===== config.mk =====
export PLATFORM = sky130hd
export DESIGN_NAME = bmnp_sqrt
export DESIGN_NICKNAME = d
export VERILOG_FILES = /design/src/design/bmnp_pkg.sv /design/src/design/bmnp_sqrt.sv
export SDC_FILE = /design/constraint.sdc
export NUM_CORES = 1
export LEC_CHECK = 0
export ABC_AREA = 1
export BUFFER_PORTS_ARGS = -buffer_cell sky130_fd_sc_hd__buf_4
export CORE_UTILIZATION = 30
export DETAILED_ROUTE_END_ITERATION = 7
export GPL_ROUTABILITY_DRIVEN = 0
export PLACE_DENSITY = 0.46
export SYNTH_ARGS = -nofsm -noshare
export SYNTH_HDL_FRONTEND = slang
export SYNTH_SLANG_ARGS = --single-unit

===== constraint.sdc =====
create_clock -name clk -period 4.6 [get_ports clk]
set_input_delay 0.23 -clock clk [delete_from_list [all_inputs] [get_ports clk]]
set_output_delay 0.23 -clock clk [all_outputs]
set_load 0.03 [all_outputs]

===== src/design/bmnp_pkg.sv =====
`default_nettype none

package bmnp_pkg;

    localparam int N_W       = 16;
    localparam int UNIT_BITS = 15;
    localparam int RSH       = 2 * UNIT_BITS;
    localparam int K_W       = UNIT_BITS + 2;
    localparam int D_W       = 18;
    localparam int DEN_W     = 34;
    localparam int QUO_W     = RSH + 1;
    localparam int ROOT_BITS = UNIT_BITS + 1;
    localparam int SQ_W      = QUO_W + 2;
    localparam int P0_W      = 2 * K_W;
    localparam int Q_W       = N_W + K_W;
    localparam int MID_W     = Q_W + 1;
    localparam int T_W       = MID_W + K_W;

    localparam logic signed [N_W-1:0] OUT_MAX = 16'sh7fff;
    localparam logic signed [N_W-1:0] OUT_MIN = 16'sh8000;
    localparam logic signed [K_W-1:0] K_ONE   = K_W'(2 ** UNIT_BITS);

    typedef struct packed {
        logic                  bump;
        logic signed [N_W-1:0] nx;
        logic signed [N_W-1:0] ny;
        logic signed [N_W-1:0] nz;
    } pass_t;

    typedef struct packed {
        pass_t      pass;
        logic [2:0] neg;
        logic       degen;
        logic       tz_neg;
    } side_t;

    typedef struct packed {
        pass_t                 pass;
        logic signed [K_W-1:0] k0;
        logic signed [K_W-1:0] k1;
        logic signed [K_W-1:0] k2;
        logic signed [K_W-1:0] tx;
        logic signed [K_W-1:0] tz;
    } comb_in_t;

    typedef struct packed {
        logic signed [N_W-1:0] x;
        logic signed [N_W-1:0] y;
        logic signed [N_W-1:0] z;
        logic                  clip;
    } res_t;

endpackage

`default_nettype wire


===== src/design/bmnp_sqrt.sv =====
`default_nettype none

module bmnp_sqrt (
    input  logic                           clk,
    input  logic                           en,
    input  logic [bmnp_pkg::QUO_W-1:0]     val,
    output logic [bmnp_pkg::ROOT_BITS-1:0] root
);
    import bmnp_pkg::*;

    logic [SQ_W-1:0] v_reg [ROOT_BITS];
    logic [SQ_W-1:0] r_reg [ROOT_BITS];

    for (genvar s = 0; s < ROOT_BITS; s++)
    begin : g_stage
        localparam logic [SQ_W-1:0] BIT_C = SQ_W'(1) << (2 * (ROOT_BITS - 1 - s));
        logic [SQ_W-1:0] v_in;
        logic [SQ_W-1:0] r_in;
        logic [SQ_W-1:0] trial;
        logic            ge;
        logic [SQ_W-1:0] v_next;
        logic [SQ_W-1:0] r_next;

        if (s == 0)
        begin : g_first
            assign v_in = SQ_W'(val);
            assign r_in = '0;
        end
        else
        begin : g_rest
            assign v_in = v_reg[s-1];
            assign r_in = r_reg[s-1];
        end

        assign trial  = r_in + BIT_C;
        assign ge     = v_in >= trial;
        assign v_next = ge ? v_in - trial : v_in;
        assign r_next = ge ? (r_in >> 1) + BIT_C : r_in >> 1;

        always_ff @(posedge clk)
        begin
            if (en)
            begin
                v_reg[s] <= v_next;
                r_reg[s] <= r_next;
            end
        end
    end

    assign root = r_reg[ROOT_BITS-1][ROOT_BITS-1:0];

endmodule

`default_nettype wire


==> summary.md <==
| Metric | Value |
|---|---|
| Die area | approximately 120000 µm² |
| Die H | around 340 µm |
| Post-route ant nets | 0 |
| Initial antenna violation count | 0 |
| WP data arrival | ~3.2 ns |
| Synthesized instance count | roughly 3.9k |
| Utilization after layout | between 30% and 40% |
| Top-area cell type share of the netlist area | roughly 54% |
| Layout Skew | about 0.041 ns |
| Initial Utilization | between 30% and 40% |
| HPWL after detailed placement | around 70 mm |
| Max FFs per register | 494 |
| First-pass GRT wire length | between 100 and 150 mm |
| Crit share post-route | about 64% |
| Synth warnings | 0 |
| Leak pwr | ~17 nW |
| Met2 global-route usage | roughly a quarter |
| Multi-input logic area | approximately 13000 µm² |
| H-tree Lvls | 3 |
| Grt ovf | 0 |
| Setup bufs post-CTS | 0 |
| Crit path buf inv count | 2 |
| Pwr/cell area | 427 nW/µm² |
| Area leader, netlist | edfxtp_1 |
| Total Power Consumption | between 15 and 20 mW |
| Sequential element share of the synthesized area | between 50 and 60% |
| Maximum vdd drop | around 0.26 mV |
| CP max stage delay | ~0.87 ns |
| Wire per inst | approximately 16 µm |
| FF-to-FF Start | r_reg[12][15]$_DFFE_PP_ |
| Tot GR Track Use | between 10% and 20% |
| Post-synth top cells | nand2_1, edfxtp_1, inv_1, nor2_1, nand3_1 |
| Flop and latch count out of synthesis | 630 |
| Post-route DRC | 0 |
| Fmax | 342 MHz |
| Critical Path Fanout Max | 31 |
| Row count | approximately 120 |
| Vias in the first global route | approximately 25k |
| Clk_lat worst skew | roughly 0.64 ns |
| Final Max Tran Viols | 0 |
| Req. time, crit path | about 5 ns |
| Post-synth EDFFs | 630 |
| GR Layer Usage met3 | approximately 2.4% |
| Clk Tree Root Cell | clkbuf_16 |
| Grt met1 use | approximately a fifth |
| Worst path cell trace | inv_1 -> ha_1 -> nand2_2 -> inv_1 -> nand2_1 -> nand3_1 -> a21oi_1 -> nand2_2 -> a21oi_4 -> o21ai_1 |
| DR vias | between 20k and 30k |
| Total Wirelength | between 80 and 90 mm |
| CTS tree | built |
| CTS resizes | 0 |
| DP Worst Slack | around 1.7 ns |
| Fillers | around 12k |
| Post-layout minimum cycle time | between 2 and 3 ns |
| TritonCTS Buffers | 73 |
| PnR worst setup slack | about 1.7 ns |
| Width of the die | around 340 µm |
| Max-slew headroom | between 20% and 30% |
| Slowest library cell on the worst path | a21oi_4 |
| Ys flop type | edfxtp_1 |
| Run status | complete, no violations |
| Crit path kind | register to register |
| Hold WC Path Type | primary input to register |
| Hold Violations, Final | 0 |
| Mapped cell area | between 30000 and 40000 µm² |
| Setup TNS | 0 ns |
| Ys async rst share | 0% |
| CP endpoint kind | register |
| First-pass iteration count of the detailed router | 6 |
| Clock Sinks | between 600 and 700 |
| Final setup vio count | 0 |
| Longest Clk Path Bufs | 3 |
| IO Count | 49 |
| CP top delay family | compound AO/OA/AOI/OAI gates |
| Worst-path clk slew | roughly 0.060 ns |
| Largest net degree at the start of global routing | 100 |
| Synth top area cells | edfxtp_1, nand2_1, inv_1, ha_1, nor2_1 |
| Hold Buf Count CTS | 31 |
| Core area | around 110000 µm² |
| Crit path from | r_reg[12][15]$_DFFE_PP_ |
| Nets@finish | 4223 |
| Vias per cell | approximately 4.5 |
| Most frequent cell after synthesis | nand2_1 |
| Share of layout cells above drive strength 1 | 7.56% |
| Area Growth Syn to Fin | 14.2% |
| Antenna Cells | 0 |
| Worst slew pin tran | around 1.2 ns |
| Hold path start | en |
| Count of input and output buffers | 48 |
| Iter 0 DRT Violations | 1629 |
| Max-cap viol count | 0 |
| Most used routing layer | met2 |
| RSZ-0062 raised after global routing | false |
| Syn avg cell area | a little under 9 µm² |
| Startpoint types | register |
| Register Area | between 15000 and 20000 µm² |
| Synth unique cells | 55 |
[kinds of logic (layout without fill, tap and decap cells)]
group                    after synthesis  after routing  synth area share, %
flip-flops                           630            630                 54.2
AND/OR/NAND/NOR                     2070           2070                 25.2
XOR/XNOR                             113            113                 2.83
buffers and inverters                674            869                 7.75
AO/OA/AOI/OAI                        269            269                 4.72
other                                  1              2               0.0107
adder cells (fa/ha/maj)              148            148                 5.30
[final timing paths]
kind | to | slack, ns | depth (start not counted)
min reg2reg | v_reg[0][38]$_DFFE_PP_ | 0.44 | 0
max | v_reg[1][170]$_DFFE_PP_ | 1.68 | 10
min | v_reg[0][254]$_DFFE_PP_ | 0.16 | 1
max reg2reg | v_reg[1][170]$_DFFE_PP_ | 1.68 | 10
[where the power goes]
part / leakage, nW / internal [mW] / total, mW / switching (mW)
logic: 10.1 / 1.13 / 3.39 / 2.26
clock network: 1.21 / 3.53 / 6.04 / 2.51
registers: 6.04 / 7.13 / 7.58 / 0.456
[worst register-to-register path: cells and delay by family (launching register included)]
family	cells	cell delay, ns
AO/OA/AOI/OAI	3	1.27
adder cells (fa/ha/maj)	1	0.35
buffers and inverters	2	0.11
flip-flops	1	0.44
AND/OR/NAND/NOR	4	0.42
[per-stage QoR]
stage	cells	area, µm²	hold slack (ns)
after floorplan	3906	34900	0.329
after global placement	5448	37100	0.408
after detailed placement	5448	37100	0.409
after CTS	5613	39900	0.137
after global routing	5613	39900	0.165
final	5613	39900	0.155
[per-layer routing]
layer  wire length (µm)  vias to the layer above  share of wire [%]
met5                  0                        -                  0
met4               2180                        0                2.5
met3               3620                      126                4.1
met2              41400                      450                 47
met1              41600                    11769                 47
li1                   -                    13039                  -
[layout by cell type (no fill, tap or decap), drive strengths merged, types with 66 or more instances in the layout]
master / n
ha: 148
nand2: 1264
xor2: 81
o21ai: 91
edfxtp: 630
a21oi: 149
nor2: 379
clkbuf: 83
nand4: 66
inv: 645
nand3: 245
[layout make-up]
class                   count  share of cell area (%)
flip-flops and latches    630                    47.4
multi-input cells        2602                    33.3
inverters                 644                    6.07
well taps                1512                    4.74
clock buffers              83                    4.68
repair buffers             91                    2.12
clock inverters            51                    1.60
Power figures use the tool's default switching activity.
