[config.mk]
export PLATFORM = sky130hd
export DESIGN_NAME = bmnp_delay
export DESIGN_NICKNAME = d
export VERILOG_FILES = /design/src/design/bmnp_delay.sv
export SDC_FILE = /design/constraint.sdc
export NUM_CORES = 1
export LEC_CHECK = 0
export ABC_AREA = 1
export ABC_CLOCK_PERIOD_IN_PS = 1700
export BUFFER_PORTS_ARGS = -buffer_cell sky130_fd_sc_hd__buf_4
export CAP_MARGIN = 20
export CORE_ASPECT_RATIO = 1.4
export CORE_UTILIZATION = 25
export DETAILED_ROUTE_END_ITERATION = 12
export REMOVE_ABC_BUFFERS = 1
export SLEW_MARGIN = 10
export SYNTH_ARGS = -nofsm -noshare
export SYNTH_HDL_FRONTEND = slang
export SYNTH_SLANG_ARGS = --single-unit
[constraint.sdc]
create_clock -name clk -period 1.7 [get_ports clk]
set_input_delay 0.255 -clock clk [delete_from_list [all_inputs] [get_ports clk]]
set_output_delay 0.255 -clock clk [all_outputs]
set_load 0.05 [all_outputs]
[src/design/bmnp_delay.sv]
`default_nettype none

module bmnp_delay #(
    parameter int W     = 8,
    parameter int DEPTH = 4
) (
    input  logic         clk,
    input  logic         rst_n,
    input  logic         en,
    input  logic         in_valid,
    input  logic [W-1:0] in_data,
    output logic         out_valid,
    output logic [W-1:0] out_data
);

    logic [DEPTH-1:0] valid_reg;
    logic [W-1:0]     data_reg [DEPTH];

    always_ff @(posedge clk or negedge rst_n)
    begin
        if (!rst_n)
        begin
            valid_reg <= '0;
        end
        else if (en)
        begin
            valid_reg <= {valid_reg[DEPTH-2:0], in_valid};
        end
    end

    always_ff @(posedge clk)
    begin
        if (en)
        begin
            data_reg[0] <= in_data;
            for (int i = 1; i < DEPTH; i++)
            begin
                data_reg[i] <= data_reg[i-1];
            end
        end
    end

    assign out_valid = valid_reg[DEPTH-1];
    assign out_data  = data_reg[DEPTH-1];

endmodule

`default_nettype wire

==> metrics.cfg, run 1 <==
[clocking]
clkSinkCount = 36
cts_tree = built
cts.htree.levels = 2
cts_made_buffers = 5
cts_max_path_buffers = 2
post-cts-setup-buffer-count = 0
cts.clk_slew.worst_paths_ns = 0.06
worst_skew_pair.late_latency_ns = 0.28
root_buffer = clkbuf_8

[critical_path]
worst-setup-path-type = reg -> out
setup.reg_to_reg.worst_slack_ns = 1.07
worst-endpoint-required_ns = 1.44
critical_path.max_stage_delay_ns = 0.38
critical_path.top_delay_family = flip-flops
cp.arrival_ns = 0.84
crit_path_start_kind = flip-flop
crit_path_cell_trace = buf_4
timing.rr.end = valid_reg[2]
slowest_cp_cell = dfrtp_1
regToRegStartpoint = valid_reg[1]
critical_path_buffers_and_inverters = 1
r2r.worst_path.cells = 2
timing.critical_path.to_type = output port
worst-path-max-fanout = 2

[route]
totalWireLength_mm = 1.162
routed_wire_length_per_instance_um = 8.482
route.vias.total = 450
drtPass1Iterations = 4
drtIter0Drc = 18
vias_per_cell = 3.285
drc_errors = 0
ant_nets = 0

[layout]
num-fill-cells = 399
finish.utilization_pct = 33.56
diodes = 0
flow.area_growth_from_synthesis_pct = 28.18
post_route_cells_drive_above_1_share_pct = 35.06
nets = 89
largest_register_ffs = 32

[status]
outcome = finished clean

[flow_run]
max_cap_violations = 0

[grt]
maximum_number_of_pins_on_one_net_before_global_route_repair = 38
grt_total_ovfl = 0
grt_pass1_vias = 413
grt_antenna_before_repair = 0
grt_first_pass_wirelength_mm = 1.780
grt_use_total_pct = 5.758

[die]
floorplan.initialDensity_pct = 26.18
die_x_um = 58.31
die_area_sq_um = 4713
floorplan.core_area_sq_um = 4239
placement_rows = 28
top_level_ports = 21
die_h_um = 80.84

[timing]
skew_ns = 0.0008103
worst_slew_pin_slew_ns = 0.4361
fin_crit_sh_pct = 64.63
setup_viol = 0
finalHoldViolCount = 0
finalWorstPathRequiredPeriod_ns = 1.099
fin_setup_tns_ns = 0
timing.slew.headroom_pct = 70.93
drv_slew = 0
fmaxAchievable_mhz = 910.2
grt_setup_unrepaired = no

[placed_design]
hpwl_um = 645.4
gp_congestion = 0.7362
port_buffers = 20

[yosys]
syn_area_sq_um = 1110
postSynthAreaPerCell_sq_um = 22.65
post_synth_simple_gate_area_pct = 4.059
synth_seq_cells = 36
synth_cell_types = 4
yosys.area_share.xor_xnor_pct = 0
synth.mux.area_fraction_pct = 0
synth_seq_area_share_pct = 95.60
synth_top_family_by_area = simple AND/OR/NAND/NOR gates
post_synthesis_instance_total = 49
yosysWarningCount = 0
compound_gate_portion_of_the_synthesized_area_pct = 0
synth_adder_area_share_pct = 0

[hold_path]
holdCritStartpoint = in_data[2]
min-delay-path-class = in -> reg
holdPathStages = 1
min_to = data_reg[0][2]

[pwr]
power.ir.vdd_worst_uv = 587.7
static_power_due_to_leakage_nw = 0.5436
power-per-cell-area_nw_per_um2 = 1205

-- final cells by class --
cell class                 count  area [sq um]  area share [%]
clock buffer                   6         72.57           5.101
clock inverter                 1         5.005          0.3518
inverter                       1         3.754          0.2639
multi-input combinational     12         45.04           3.166
sequential                    36          1061           74.58
tap                           60         75.07           5.277
timing repair buffer          21         160.2           11.26
-- synth_stat cells, drive strengths merged --
| cell | number | share of area (%) |
|---|---|---|
| dfrtp | 4 | 9.0 |
| edfxtp | 32 | 87 |
| inv | 1 | 0.34 |
| nand2 | 12 | 4.1 |
-- power breakdown --
part | switching, mW | internal [mW]
clock network | 0.263 | 0.278
logic | 0.0812 | 0.0396
registers | 0.0165 | 1.04
-- logic make-up after synthesis --
family / after synthesis
buffers and inverters: 1
AND/OR/NAND/NOR: 12
flip-flops: 36
-- per-stage QoR --
stage	instances	instance area [sq um]	hold WS, ns	power [mW]	setup slack (ns)
2_1_floorplan	49	1110	-0.04059	1.128	0.8444
3_5_place_dp	129	1335	0.05264	1.191	0.6989
4_1_cts	137	1423	0.1387	1.735	0.5829
3_3_place_gp	129	1335	0.04846	1.184	0.7267
5_1_grt	137	1423	0.1345	1.782	0.5651
6_report	137	1423	0.1494	1.714	0.6014
-- layout by cell type (no fill, tap or decap) --
| master | synthesis | final |
|---|---|---|
| inv_2 | 1 | 1 |
| dlygate4sd3_1 | 0 | 1 |
| clkbuf_8 | 0 | 5 |
| clkinv_2 | 0 | 1 |
| dfrtp_1 | 4 | 4 |
| edfxtp_1 | 32 | 32 |
| clkbuf_1 | 0 | 1 |
| nand2_1 | 12 | 12 |
| buf_4 | 0 | 20 |
-- worst max-delay path by stage --
stage	from	endpoint	cells after the start	slack [ns]
finish	valid_reg[3]	out_valid	1	0.60
global route	valid_reg[3]	out_valid	1	0.57
CTS	valid_reg[3]	out_valid	1	0.58
detailed placement	en	data_reg[3][7]	1	0.70
global placement	en	data_reg[3][7]	1	0.73
floorplan	data_reg[3][0]	out_data[0]	0	0.84
-- routing by layer --
layer | vias up | wire, um | GRT usage (%)
met5 | - | 0 | 0
li1 | 232 | - | -
met3 | 4 | 129 | 4.299
met4 | 0 | 26 | 5.000
met2 | 26 | 492 | 8.161
met1 | 188 | 513 | 5.372
-- what timing repair did --
| item | CTS | global route |
|---|---|---|
| hold endpoints to repair | 4 | 0 |
| resized for setup | 0 | 0 |
| setup endpoints to repair | 0 | 0 |
| hold buffers | 1 | 0 |
(Power assumes the default switching activity.)
==> inputs of run 2 (changes only) <==
--- a/config.mk
+++ b/config.mk
@@ -6,7 +6,7 @@
 export NUM_CORES = 1
 export LEC_CHECK = 0
 export ABC_AREA = 1
-export ABC_CLOCK_PERIOD_IN_PS = 1700
+export ABC_CLOCK_PERIOD_IN_PS = 900
 export BUFFER_PORTS_ARGS = -buffer_cell sky130_fd_sc_hd__buf_4
 export CAP_MARGIN = 20
 export CORE_ASPECT_RATIO = 1.4
==> constraint.sdc (replaced) <==
create_clock -name clk -period 0.9 [get_ports clk]
set_input_delay 0.135 -clock clk [delete_from_list [all_inputs] [get_ports clk]]
set_output_delay 0.135 -clock clk [all_outputs]
set_load 0.05 [all_outputs]
==> run 2 against run 1 <==
Net effect:
- the run now ends with negative setup slack left
- first-iteration DRC count down 5.6%
- combinational power grew 120%
- flip-flop and latch count did not move
- worst hold slack got worse by 0.12 ns
- global-route usage grew 0.48 points
- non-clock buffer count up 4
- critical path depth stayed put
- register-to-register slack worse by 0.89 ns
- critical path type unchanged
- critical endpoint is now out_data[0]
- largest cell class unchanged
==> metrics.cfg, run 2 (synthesis results as in run 1) <==
[status]
outcome = finished with violations
failed_checks = negative setup slack

[pwr]
static_power_due_to_leakage_nw = 0.5928
power_mw = 3.610
power.ir.vdd_worst_uv = 1029
power-per-cell-area_nw_per_um2 = 2361

[grt]
maximum_number_of_pins_on_one_net_before_global_route_repair = 22
grt_total_ovfl = 0
grt_first_pass_wirelength_mm = 1.918
grt_antenna_before_repair = 0
grt_use_total_pct = 6.233
grt_pass1_vias = 446

[critical_path]
timing.critical_path.to_type = output port
r2r.worst_path.cells = 3
critical_path_depth = 1
worst-setup-path-type = reg -> out
regToRegStartpoint = valid_reg[3]
slowest_cp_cell = edfxtp_1
critical_path.max_stage_delay_ns = 0.38
worst-endpoint-required_ns = 0.76
critical_path_buffers_and_inverters = 1
crit_path_start_kind = flip-flop
setup.reg_to_reg.worst_slack_ns = 0.18
worst-path-max-fanout = 1
timing.rr.end = valid_reg[3]
cp.arrival_ns = 0.83
crit_path_cell_trace = buf_6
critical_path.top_delay_family = flip-flops

[clocking]
cts.clk_slew.worst_paths_ns = 0.07
cts_tree = built
worst_skew_pair.late_latency_ns = 0.28
cts_made_buffers = 5
cts_max_path_buffers = 2
root_buffer = clkbuf_8
cts.htree.levels = 2
clkSinkCount = 36

[route]
routed_wire_length_per_instance_um = 8.338
drtPass1Iterations = 2
totalWireLength_mm = 1.184
drtIter0Drc = 17
ant_nets = 0
vias_per_cell = 3.394
drc_errors = 0
route.vias.total = 482

[hold_path]
holdCritStartpoint = in_data[7]
min-delay-path-class = in -> reg
min_to = data_reg[0][7]
holdPathStages = 1

[layout]
final_cell_mix = edfxtp_1, buf_4, nand2_1
diodes = 0
num-fill-cells = 404
nets = 93
final_cells = 142
post_route_cells_drive_above_1_share_pct = 39.02
largest_register_ffs = 32
final_common_cell = edfxtp_1
flow.area_growth_from_synthesis_pct = 37.77

[die]
die_area_sq_um = 4713
floorplan.initialDensity_pct = 26.18
top_level_ports = 21
floorplan.core_area_sq_um = 4239
placement_rows = 28
die_x_um = 58.31
die_h_um = 80.84

[flow_run]
max_cap_violations = 0

[placed_design]
placedCellCount = 132
gp_congestion = 0.7377
port_buffers = 20
hpwl_um = 722.6

[timing]
fin_ws_ns = -0.06736
fin_crit_sh_pct = 107.5
skew_ns = 0.003639
setup_viol = 9
finalWorstPathRequiredPeriod_ns = 0.9674
grt_setup_unrepaired = yes
worst_slew_pin_slew_ns = 0.1101
fin_setup_tns_ns = -0.5147
finalHoldViolCount = 0
drv_slew = 0
fmaxAchievable_mhz = 1034
timing.slew.headroom_pct = 92.66

==> run 2: cell count changes in the layout (fill, tap and decap cells not counted) <==
| cell | change |
|---|---|
| buf_12 | +1 |
| buf_4 | -6 |
| buf_6 | +9 |
| bufinv_16 | +1 |
==> run 2: timing repair <==
action,in CTS,in global routing
hold buffers,1,0
resized for setup,9,0
gates cloned,0,0
hold endpoints to repair,4,0
endpoints found under the setup margin,9,9
pin swaps,0,0
buffers inserted,1,0
==> run 2: worst max-delay path by stage <==
stage	start	slack [ns]	end
3_5_place_dp	en	0.15	data_reg[3][7]
6_report	data_reg[3][0]	-0.07	out_data[0]
3_3_place_gp	en	0.16	data_reg[3][7]
4_1_cts	data_reg[3][0]	-0.09	out_data[0]
5_1_grt	data_reg[3][6]	-0.12	out_data[6]
2_1_floorplan	valid_reg[3]	0.07	valid_reg[3]
==> run 2: power breakdown <==
group          switching [mW]  internal (mW)
registers              0.0362           1.96
clock network           0.528          0.821
logic                   0.157          0.112
==> run 2: layout make-up <==
cell class | count | area [sq um] | area share (%)
Inverter | 1 | 3.754 | 0.2455
Sequential cell | 36 | 1061 | 69.39
Tap cell | 60 | 75.07 | 4.910
Clock buffer | 6 | 72.57 | 4.746
Timing Repair Buffer | 25 | 236.5 | 15.47
Clock inverter | 2 | 35.03 | 2.291
Multi-Input combinational cell | 12 | 45.04 | 2.946
==> run 2: per-layer routing <==
layer	routed length (um)	share of wire, %	GRT usage [%]
met1	467	39	5.487
met3	141	12	5.255
met2	540	46	8.966
met5	0	0	0
met4	34	2.9	5.000
==> run 2: through the flow <==
stage	hold WS [ns]	area [sq um]	setup WS (ns)	utilization (%)
2_1_floorplan	-0.1606	1110	0.06754	-
3_3_place_gp	-0.07154	1370	0.1614	32.32
3_5_place_dp	-0.06709	1370	0.1459	32.32
4_1_cts	0.01574	1529	-0.08518	36.07
5_1_grt	0.006077	1529	-0.1150	36.07
6_report	0.02575	1529	-0.06736	36.07
==> inputs of run 3 (changes only) <==
--- a/config.mk
+++ b/config.mk
@@ -12,6 +12,7 @@
 export CORE_ASPECT_RATIO = 1.4
 export CORE_UTILIZATION = 25
 export DETAILED_ROUTE_END_ITERATION = 12
+export MAX_ROUTING_LAYER = met4
 export REMOVE_ABC_BUFFERS = 1
 export SLEW_MARGIN = 10
 export SYNTH_ARGS = -nofsm -noshare
==> run 3 against run 2 <==
Net effect:
- the run still ends with negative setup slack left
- clock skew barely moved
- combinational power about the same
- setup slack about the same
- register-to-register slack barely moved
- global-route usage is 0.18 points higher
- critical path type unchanged
- largest power group unchanged
==> metrics.cfg, run 3 (synthesis results as in run 1) <==
[grt]
met1_usage_pct = 5.487
grt_antenna_before_repair = 0
grt_total_ovfl = 0
groute.layer.met2.usage_pct = 8.966
grt_use_total_pct = 6.415
groute.layer.met3.usage_pct = 5.255
grt_first_pass_wirelength_mm = 1.918
busiest_layer = met2
grt_pass1_vias = 446
maximum_number_of_pins_on_one_net_before_global_route_repair = 22

[layout]
largest_register_ffs = 32
final_cells = 142
final_area_sq_um = 1529
final_common_cell = edfxtp_1
diodes = 0
post_route_cells_drive_above_1_share_pct = 39.02
num-fill-cells = 404
nets = 93
final_cell_mix = edfxtp_1, buf_4, nand2_1
flow.area_growth_from_synthesis_pct = 37.77

[timing]
skew_ns = 0.003639
worst_slew_pin_slew_ns = 0.1101
fmaxAchievable_mhz = 1034
finalWorstPathRequiredPeriod_ns = 0.9672
finalHoldViolCount = 0
grt_setup_unrepaired = yes
fin_ws_ns = -0.06721
setup_viol = 9
fin_crit_sh_pct = 107.5
timing.slew.headroom_pct = 92.66
drv_slew = 0

[route]
routed_wire_length_per_instance_um = 8.352
drtIter0Drc = 17
ant_nets = 0
vias_per_cell = 3.394
drc_errors = 0
route.vias.total = 482
totalWireLength_mm = 1.186
drtPass1Iterations = 2

[critical_path]
worst-endpoint-required_ns = 0.76
cp.arrival_ns = 0.83
critical_path.max_stage_delay_ns = 0.38
worst-setup-path-type = reg -> out
crit_path_cell_trace = buf_6
crit_path_start_kind = flip-flop
worst-path-max-fanout = 1
critical_path_buffers_and_inverters = 1
regToRegStartpoint = valid_reg[3]
slowest_cp_cell = edfxtp_1
worst_setup_path_startpoint = data_reg[3][0]
critical_path.top_delay_family = flip-flops
timing.critical_path.to_type = output port

[die]
die_x_um = 58.31
top_level_ports = 21
floorplan.core_area_sq_um = 4239
placement_rows = 28
die_h_um = 80.84
die_area_sq_um = 4713
floorplan.initialDensity_pct = 26.18

[status]
failed_checks = negative setup slack
outcome = finished with violations

[placed_design]
placedCellCount = 132
worst_setup_slack_before_clock_tree_synthesis_ns = 0.1459
hpwl_um = 722.6
dpl_cell_area_sq_um = 1370
port_buffers = 20
gp_congestion = 0.7468

[clocking]
cts.clk_slew.worst_paths_ns = 0.07
cts.htree.levels = 2
cts_tree = built
worst_skew_pair.late_latency_ns = 0.28
cts_made_buffers = 5
clkSinkCount = 36
cts_max_path_buffers = 2
root_buffer = clkbuf_8

[hold_path]
holdCritStartpoint = in_data[7]
min-delay-path-class = in -> reg

[pwr]
power.ir.vdd_worst_uv = 1029
static_power_due_to_leakage_nw = 0.5928
power_mw = 3.610
power-per-cell-area_nw_per_um2 = 2361

[flow_run]
max_cap_violations = 0

run 3: cell counts in the layout (fill, tap and decap cells not counted):
No cell type changed its count.
run 3: final timing paths:
| check | depth (start not counted) | slack, ns | end |
|---|---|---|---|
| setup / recovery | 1 | -0.07 | out_data[0] |
| hold / removal | 1 | 0.03 | data_reg[0][7] |
| setup reg to reg | 3 | 0.18 | valid_reg[3] |
| hold reg to reg | 0 | 0.42 | data_reg[2][5] |
| max in group asynchronous | 2 | 0.61 | valid_reg[1] |
| min in group asynchronous | 2 | 0.19 | valid_reg[0] |
run 3: cell type report:
class / count / area [sq um] / share of cell area (%)
Inverter: 1 / 3.754 / 0.2455
Timing Repair Buffer: 25 / 236.5 / 15.47
Sequential cell: 36 / 1061 / 69.39
Tap cell: 60 / 75.07 / 4.910
Clock buffer: 6 / 72.57 / 4.746
Multi-Input combinational cell: 12 / 45.04 / 2.946
Clock inverter: 2 / 35.03 / 2.291
run 3: metal layers:
layer	part of all wire, %	wire length, um
met5	0	0
met4	3.1	37
met3	12	141
met2	46	540
met1	39	467
run 3: stage by stage:
| step | hold slack (ns) | util, % | TNS [ns] |
|---|---|---|---|
| 6_report | 0.02590 | 36.07 | -0.5134 |
| 5_1_grt | 0.006074 | 36.07 | -0.8965 |
| 4_1_cts | 0.01574 | 36.07 | -0.6405 |
| 3_5_place_dp | -0.06709 | 32.32 | 0 |
| 3_3_place_gp | -0.07154 | 32.32 | 0 |
| 2_1_floorplan | -0.1606 | - | 0 |
run 3: where the power goes:
group / internal [mW] / leakage (nW) / total [mW] / switching, mW
registers: 1.96 / 0.364 / 1.99 / 0.0361
clock network: 0.821 / 0.0552 / 1.35 / 0.528
logic: 0.112 / 0.174 / 0.269 / 0.157
run 3: repair_timing:
item	CTS	global route
hold buffers	1	0
setup endpoints to repair	9	9
buffers inserted	1	0
resized for setup	9	0
cloned	0	0
endpoints found under the hold margin	4	0
